--- config.mk ---
export PLATFORM = sky130hd
export DESIGN_NAME = descriptor_slot_allocator
export DESIGN_NICKNAME = d
export VERILOG_FILES = /design/src/rtl/core/dsa_pkg.sv /design/src/rtl/core/dsa_ctrl.sv /design/src/rtl/core/dsa_dpath.sv /design/src/rtl/core/descriptor_slot_allocator.sv
export SDC_FILE = /design/constraint.sdc
export NUM_CORES = 1
export LEC_CHECK = 0
export BUFFER_PORTS_ARGS = -buffer_cell sky130_fd_sc_hd__buf_2
export CAP_MARGIN = 0
export CORE_ASPECT_RATIO = 1.75
export CORE_MARGIN = 2
export CORE_UTILIZATION = 56
export CTS_BUF_LIST = sky130_fd_sc_hd__clkbuf_8
export DETAILED_ROUTE_END_ITERATION = 8
export PLACE_DENSITY = 0.8
export SLEW_MARGIN = 20
export SYNTH_ARGS = -nofsm -noshare
export SYNTH_HDL_FRONTEND = slang
export SYNTH_SLANG_ARGS = --single-unit
--- constraint.sdc ---
create_clock -name clk -period 2.35 [get_ports clk]
set_input_delay 0.3525 -clock clk [delete_from_list [all_inputs] [get_ports clk]]
set_output_delay 0.3525 -clock clk [all_outputs]
set_load 0.02 [all_outputs]
--- src/rtl/core/dsa_pkg.sv ---
// Shared types and constants for the descriptor slot allocator.
package dsa_pkg;

    localparam int SLOT_BITS  = 8;
    localparam int COUNT_BITS = 9;

    localparam logic [2:0] OP_ALLOC_ONE   = 3'd0;
    localparam logic [2:0] OP_ALLOC_THREE = 3'd1;
    localparam logic [2:0] OP_FREE_ONE    = 3'd2;
    localparam logic [2:0] OP_FREE_CHAIN  = 3'd3;
    localparam logic [2:0] OP_SET_LINK    = 3'd4;

    localparam logic [1:0] ST_OK           = 2'd0;
    localparam logic [1:0] ST_NONE_FREE    = 2'd1;
    localparam logic [1:0] ST_RANGE        = 2'd2;
    localparam logic [1:0] ST_ALREADY_FREE = 2'd3;

    typedef struct packed {
        logic [2:0]           operation;
        logic [SLOT_BITS-1:0] slot_index;
        logic [SLOT_BITS-1:0] link_target;
        logic                 link_continues;
    } req_t;

    typedef struct packed {
        logic [1:0]            status;
        logic [SLOT_BITS-1:0]  first_slot;
        logic [SLOT_BITS-1:0]  second_slot;
        logic [SLOT_BITS-1:0]  third_slot;
        logic [COUNT_BITS-1:0] freed_count;
    } rsp_t;

    typedef struct packed {
        logic       start;
        logic       take;
        logic [1:0] take_pos;
        logic       take_three;
        logic       free_one;
        logic       set_link;
        logic       chain_rd;
        logic       chain_rel;
        logic       load_rsp;
    } dsa_cmd_t;

    typedef struct packed {
        logic any_free;
        logic chain_err;
        logic chain_more;
    } dsa_sts_t;

endpackage

--- src/rtl/core/dsa_ctrl.sv ---
// Control state machine of the descriptor slot allocator.
module dsa_ctrl import dsa_pkg::*;
(
    input  logic       clk,
    input  logic       rst_n,
    input  logic       req_valid,
    output logic       req_ready,
    input  logic [2:0] op,
    output logic       rsp_valid,
    input  logic       rsp_ready,
    output dsa_cmd_t   cmd,
    input  dsa_sts_t   sts
);

    typedef enum logic [2:0] {
        S_IDLE,
        S_ALLOC1,
        S_ALLOC3,
        S_FREE,
        S_LINK,
        S_CHAIN_RD,
        S_CHAIN_REL,
        S_DONE
    } state_t;

    state_t     state_reg, state_next;
    logic [1:0] pos_reg, pos_next;
    logic       rsp_valid_reg, rsp_valid_next;
    logic       rsp_space;
    logic       accept;

    assign rsp_space = !rsp_valid_reg || rsp_ready;
    assign req_ready = (state_reg == S_IDLE) || ((state_reg == S_DONE) && rsp_space);
    assign accept    = req_valid && req_ready;
    assign rsp_valid = rsp_valid_reg;

    always_comb
    begin
        state_next     = state_reg;
        pos_next       = pos_reg;
        rsp_valid_next = rsp_valid_reg && !rsp_ready;
        cmd            = '0;
        case (state_reg)
            S_IDLE, S_DONE:
            begin
                if ((state_reg == S_DONE) && rsp_space)
                begin
                    cmd.load_rsp   = 1'b1;
                    rsp_valid_next = 1'b1;
                    state_next     = S_IDLE;
                end
                if (accept)
                begin
                    cmd.start = 1'b1;
                    pos_next  = 2'd0;
                    case (op)
                        OP_ALLOC_ONE:   state_next = S_ALLOC1;
                        OP_ALLOC_THREE: state_next = S_ALLOC3;
                        OP_FREE_ONE:    state_next = S_FREE;
                        OP_FREE_CHAIN:  state_next = S_CHAIN_RD;
                        OP_SET_LINK:    state_next = S_LINK;
                        default:        state_next = S_DONE;
                    endcase
                end
            end
            S_ALLOC1:
            begin
                cmd.take   = 1'b1;
                state_next = S_DONE;
            end
            S_ALLOC3:
            begin
                cmd.take       = 1'b1;
                cmd.take_three = 1'b1;
                cmd.take_pos   = pos_reg;
                if (!sts.any_free || (pos_reg == 2'd2))
                begin
                    state_next = S_DONE;
                end
                else
                begin
                    pos_next = pos_reg + 2'd1;
                end
            end
            S_FREE:
            begin
                cmd.free_one = 1'b1;
                state_next   = S_DONE;
            end
            S_LINK:
            begin
                cmd.set_link = 1'b1;
                state_next   = S_DONE;
            end
            S_CHAIN_RD:
            begin
                cmd.chain_rd = 1'b1;
                state_next   = sts.chain_err ? S_DONE : S_CHAIN_REL;
            end
            S_CHAIN_REL:
            begin
                cmd.chain_rel = 1'b1;
                state_next    = sts.chain_more ? S_CHAIN_RD : S_DONE;
            end
            default:
            begin
                state_next = S_IDLE;
            end
        endcase
    end

    always_ff @(posedge clk or negedge rst_n)
    begin
        if (!rst_n)
        begin
            state_reg     <= S_IDLE;
            pos_reg       <= 2'd0;
            rsp_valid_reg <= 1'b0;
        end
        else
        begin
            state_reg     <= state_next;
            pos_reg       <= pos_next;
            rsp_valid_reg <= rsp_valid_next;
        end
    end

endmodule

--- src/rtl/core/dsa_dpath.sv ---
// Datapath: free map, link store, lowest-free encoder and result registers.
module dsa_dpath import dsa_pkg::*;
#(
    parameter int NUM_SLOTS = 8
)
(
    input  logic     clk,
    input  logic     rst_n,
    input  req_t     req,
    input  dsa_cmd_t cmd,
    output dsa_sts_t sts,
    output rsp_t     rsp
);

    localparam int IDX_W = $clog2(NUM_SLOTS);
    localparam logic [NUM_SLOTS-1:0] LSB_ONE = {{(NUM_SLOTS-1){1'b0}}, 1'b1};

    typedef struct packed {
        logic                 more;
        logic [SLOT_BITS-1:0] next;
    } link_t;

    link_t                link_mem [NUM_SLOTS];
    logic [NUM_SLOTS-1:0] free_reg, free_next;
    logic [NUM_SLOTS-1:0] link_vld_reg, link_vld_next;
    logic [NUM_SLOTS-1:0] taken_reg;
    logic [SLOT_BITS-1:0] cur_reg;
    logic [SLOT_BITS-1:0] tgt_reg;
    logic                 cont_reg;
    link_t                rd_data_reg;
    logic                 rd_vld_reg;
    rsp_t                 work_reg;
    rsp_t                 rsp_reg;

    logic [NUM_SLOTS-1:0] low_onehot;
    logic [IDX_W-1:0]     low_idx;
    logic [IDX_W-1:0]     cur_idx;
    logic                 any_free;
    logic                 in_range;
    logic                 cur_err;
    logic [1:0]           err_code;

    // lowest set bit of the free map, then its index
    assign low_onehot = free_reg & ((~free_reg) + LSB_ONE);
    assign any_free   = |free_reg;

    always_comb
    begin
        low_idx = '0;
        for (int i = 0; i < NUM_SLOTS; i++)
        begin
            if (low_onehot[i])
            begin
                low_idx = low_idx | IDX_W'(i);
            end
        end
    end

    assign cur_idx  = cur_reg[IDX_W-1:0];
    assign in_range = {1'b0, cur_reg} < COUNT_BITS'(NUM_SLOTS);
    assign cur_err  = !in_range || free_reg[cur_idx];
    assign err_code = in_range ? ST_ALREADY_FREE : ST_RANGE;

    assign sts.any_free   = any_free;
    assign sts.chain_err  = cur_err;
    assign sts.chain_more = rd_vld_reg && rd_data_reg.more;
    assign rsp            = rsp_reg;

    always_comb
    begin
        free_next     = free_reg;
        link_vld_next = link_vld_reg;
        if (cmd.take)
        begin
            if (any_free)
            begin
                free_next = free_reg & ~low_onehot;
            end
            else if (cmd.take_three)
            begin
                // roll back partial triple; taken slots lose their links
                free_next     = free_reg | taken_reg;
                link_vld_next = link_vld_reg & ~taken_reg;
            end
        end
        if ((cmd.free_one || cmd.chain_rd) && !cur_err && cmd.free_one)
        begin
            free_next[cur_idx]     = 1'b1;
            link_vld_next[cur_idx] = 1'b0;
        end
        if (cmd.chain_rel)
        begin
            free_next[cur_idx]     = 1'b1;
            link_vld_next[cur_idx] = 1'b0;
        end
        if (cmd.set_link && in_range)
        begin
            link_vld_next[cur_idx] = 1'b1;
        end
    end

    always_ff @(posedge clk or negedge rst_n)
    begin
        if (!rst_n)
        begin
            free_reg     <= '1;
            link_vld_reg <= '0;
        end
        else
        begin
            free_reg     <= free_next;
            link_vld_reg <= link_vld_next;
        end
    end

    // link store
    always_ff @(posedge clk)
    begin
        if (cmd.set_link && in_range)
        begin
            link_mem[cur_idx] <= link_t'({cont_reg, tgt_reg});
        end
        if (cmd.chain_rd && !cur_err)
        begin
            rd_data_reg <= link_mem[cur_idx];
            rd_vld_reg  <= link_vld_reg[cur_idx];
        end
    end

    always_ff @(posedge clk)
    begin
        if (cmd.start)
        begin
            work_reg  <= '0;
            taken_reg <= '0;
            cur_reg   <= req.slot_index;
            tgt_reg   <= req.link_target;
            cont_reg  <= req.link_continues;
        end
        if (cmd.take)
        begin
            if (any_free)
            begin
                taken_reg <= taken_reg | low_onehot;
                case (cmd.take_pos)
                    2'd0:    work_reg.first_slot  <= SLOT_BITS'(low_idx);
                    2'd1:    work_reg.second_slot <= SLOT_BITS'(low_idx);
                    default: work_reg.third_slot  <= SLOT_BITS'(low_idx);
                endcase
            end
            else
            begin
                work_reg.status      <= ST_NONE_FREE;
                work_reg.first_slot  <= '0;
                work_reg.second_slot <= '0;
                work_reg.third_slot  <= '0;
            end
        end
        if (cmd.free_one)
        begin
            if (cur_err)
            begin
                work_reg.status <= err_code;
            end
            else
            begin
                work_reg.freed_count <= COUNT_BITS'(1);
            end
        end
        if (cmd.set_link && !in_range)
        begin
            work_reg.status <= ST_RANGE;
        end
        if (cmd.chain_rd && cur_err)
        begin
            work_reg.status <= err_code;
        end
        if (cmd.chain_rel)
        begin
            work_reg.freed_count <= work_reg.freed_count + COUNT_BITS'(1);
            cur_reg              <= rd_data_reg.next;
        end
        if (cmd.load_rsp)
        begin
            rsp_reg <= work_reg;
        end
    end

endmodule

--- src/rtl/core/descriptor_slot_allocator.sv ---
// Descriptor slot allocator top level: free map with per-slot links.
// Each request steps through its own control states; unused codes go straight to the done state;
// alloc_three takes slots in turn and ends early when the pool runs out first.
// free_chain: reads then releases each slot freed, and ends on a read when it stops on an error;
// Requests are taken one at a time; a held response lets one more request in, then stalls it.
// Reset: all slots free, all links zero via per-slot valid bits; no clearing pass.
module descriptor_slot_allocator import dsa_pkg::*;
#(
    parameter int NUM_SLOTS = 8
)
(
    input  logic clk,
    input  logic rst_n,
    input  logic req_valid,
    output logic req_ready,
    input  req_t req,
    output logic rsp_valid,
    input  logic rsp_ready,
    output rsp_t rsp
);

    dsa_cmd_t cmd;
    dsa_sts_t sts;

    dsa_ctrl u_ctrl (
        .clk       (clk),
        .rst_n     (rst_n),
        .req_valid (req_valid),
        .req_ready (req_ready),
        .op        (req.operation),
        .rsp_valid (rsp_valid),
        .rsp_ready (rsp_ready),
        .cmd       (cmd),
        .sts       (sts)
    );

    dsa_dpath #(
        .NUM_SLOTS (NUM_SLOTS)
    ) u_dpath (
        .clk   (clk),
        .rst_n (rst_n),
        .req   (req),
        .cmd   (cmd),
        .sts   (sts),
        .rsp   (rsp)
    );

endmodule

==> impl_metrics.py <==
metrics = {
    "synthesis": {
        "synth_top_cells_by_area": "edfxtp_1 (52%), dfxtp_1 (11%), dfrtp_1 (4.5%)",
        "yosys_most_used_dff": "edfxtp_1",
        "ys_ff_latch": 199,
        "yosysTopAreaCell": "edfxtp_1",
        "seq_area_frac_synth": 0.701,
        "synth_warnings": 0,
        "netlist.area_leader.share": 0.518,
        "syn_area_um2": 7770,
        "syn_avg_cell_area_um2": 13.2,
        "synth_cell_type_count": 67,
        "ys_async_sr_fraction": 0.111,
        "synth_edf_count": 134,
        "syn_nets": 614,
        "synth_cells": 588,
    },
    "status": {
        "status": "finished, final reports clean",
    },
    "timing": {
        "maxSlewHeadroom": 0.583,
        "setup_slack_ns": 0.128,
        "period_minus_slack_ns": 2.22,
        "slew_violations": 0,
        "setup_viol": 0,
        "finalHoldViolations": 0,
        "finalCritPeriodShare": 0.945,
        "timing.fmax_mhz": 450,
        "fin_worst_skew_ns": 0.0144,
        "rsz0062_at_grt": "no",
        "worst_pin_slew_ns": 0.625,
    },
    "finish": {
        "diodes": 0,
        "stdcell_area_um2": 8890,
        "stdcell_count": 867,
        "final_cell_mix": "edfxtp_1 (134), buf_2 (60), nand2_1 (53)",
        "drive_gt1_frac": 0.233,
        "fin_nets": 703,
        "synthToLayoutAreaGrowth_pct": 14.5,
        "final_util": 0.649,
        "final_common_cell": "edfxtp_1",
        "largest_reg_flops": 72,
    },
    "clock_tree": {
        "cts_setup_buffers": 0,
        "insertion_delay_ns": 0.47,
        "clk_pin_slew_ns": 0.10,
        "cts_tree": "yes",
        "cts_buffers": 17,
        "htree_levels": 4,
        "cts-root-buf": "clkbuf_8",
        "clk_path_buf_depth": 2,
        "cts.sinks": 199,
    },
    "global_routing": {
        "grt_pass1_wl_mm": 28.1,
        "grt_max_degree": 31,
        "grt_util_all_layers": 0.252,
        "antenna_found_initial": 0,
        "overflow": 0,
        "grt_pass1_vias": 5181,
    },
    "hold_path": {
        "min_path_type": "input pin to flip-flop",
    },
    "critical_path": {
        "crit_fanout": 12,
        "crit_arrival_ns": 2.41,
        "critPathLaunchType": "flip-flop",
        "critPathKind": "flip-flop to flip-flop",
        "critPathRequiredTime_ns": 2.54,
        "cp-end-kind": "flip-flop",
    },
    "job": {
        "maxCapViolCount": 0,
    },
    "place": {
        "place.gp.congestion": 0.885,
        "hpwl_mm": 12.9,
        "placed_area_um2": 8450,
        "dp_cells": 834,
        "pre_cts_slack_ns": 0.222,
        "portBuffers": 60,
    },
    "detailed_routing": {
        "routed_via_density": 6.03,
        "via_count": 5227,
        "route.detailed.drc": 0,
        "drt-pass1-iter-count": 5,
        "drt_iter0_drc": 434,
        "detail_route.wl_per_cell_um": 20.4,
        "drtAntennaViolNets": 0,
        "routed_wl_mm": 17.7,
    },
    "power_and_ir_drop": {
        "p_total_mw": 10.5,
        "power.density_nw_per_um2": 1180,
        "irDropWorstVdd_uv": 684,
        "p_leak_nw": 3.39,
    },
    "floorplan": {
        "die_area_um2": 14900,
        "die_h_um": 160,
        "coreArea_um2": 13700,
        "start_util": 0.567,
        "die_w_um": 93.0,
        "rows": 57,
        "num_io_pins": 61,
    },
}
[Yosys cell counts (2+ instances only)]
library cell  count
edfxtp_1        134
nand2_1          53
nor2_1           44
dfxtp_1          43
a21oi_1          25
o21ai_0          24
o22ai_1          21
and2_1           18
clkbuf_1         18
inv_1            18
a221oi_1         14
dfrtp_1          14
nor3_1           13
mux2_2           12
a22o_1           11
a22oi_1          11
mux2i_1          10
nand3_1          10
a21o_1            8
dfstp_2           8
and3_1            7
buf_2             6
nand2b_1          5
a31oi_1           4
nand3b_1          3
nor3b_1           3
or2_2             3
a221o_1           2
a311oi_1          2
a32o_1            2
buf_1             2
ha_1              2
nand4_1           2
o21bai_1          2
xnor2_1           2
[path summary, 6_finish.rpt]
path,from,endpoint,slack (ns),depth (start not counted)
setup reg to reg,u_dpath.cur_reg[1],u_dpath.rd_data_reg[4],0.13,4
hold reg to reg,u_dpath.work_reg[24],u_dpath.rsp[24],0.44,0
setup / recovery,u_dpath.cur_reg[1],u_dpath.rd_data_reg[4],0.13,4
max in group asynchronous,rst_n,u_dpath.free_reg[3],1.58,2
min in group asynchronous,rst_n,u_dpath.link_vld_reg[7],0.39,2
hold / removal,req[6],u_dpath.tgt_reg[5],0.05,1
[repair_timing]
action | 4_1_cts | 5_1_grt
hold endpoints to repair | 14 | 0
hold buffers | 1 | 0
resized for setup | 0 | 2
setup endpoints to repair | 0 | 6
[worst max-delay path: stages, from the launching register on]
cell and delay, ns:
edfxtp_1 0.55, buf_4 0.27, mux2_2 0.35, a221oi_1 0.58, o22ai_1 0.19
[area by class of cell]
type                    instances  area [um2]
fillers                      1026        4800
repair buffers                 97         581
well taps                     177         221
clock buffers                  18         248
inverters                      19        71.3
flip-flops and latches        199        5450
clock inverters                14         176
multi-input cells             343        2150
[logic make-up after synthesis]
| logic type | synth area share |
|---|---|
| AND/OR/NAND/NOR | 0.111 |
| flip-flops | 0.701 |
| buffers and inverters | 0.0237 |
| adder cells (fa/ha/maj) | 0.00322 |
| XOR/XNOR | 0.00226 |
| multiplexers | 0.0332 |
| AO/OA/AOI/OAI | 0.126 |
[report_power, final]
group	total [mW]	switching [mW]	internal, mW	leakage, nW
logic	3.14	1.99	1.15	1.32
registers	5.10	0.552	4.55	1.85
clock network	2.24	1.31	0.935	0.213
[per-stage QoR]
stage / TNS, ns / hold slack (ns)
6_report: 0 / 0.0541
5_1_grt: 0 / 0.0251
4_1_cts: 0 / 0.0322
3_5_place_dp: 0 / 0.360
3_3_place_gp: 0 / 0.359
2_1_floorplan: -1.05 / 0.0569
[per-layer routing]
layer / vias up / global-route usage / part of all wire
met5: - / 0 / 0
met4: 0 / 0.150 / 0.057
met3: 57 / 0.0377 / 0.038
met2: 193 / 0.459 / 0.55
met1: 2577 / 0.269 / 0.35
li1: 2400 / - / -
Power figures use the tool's default switching activity.
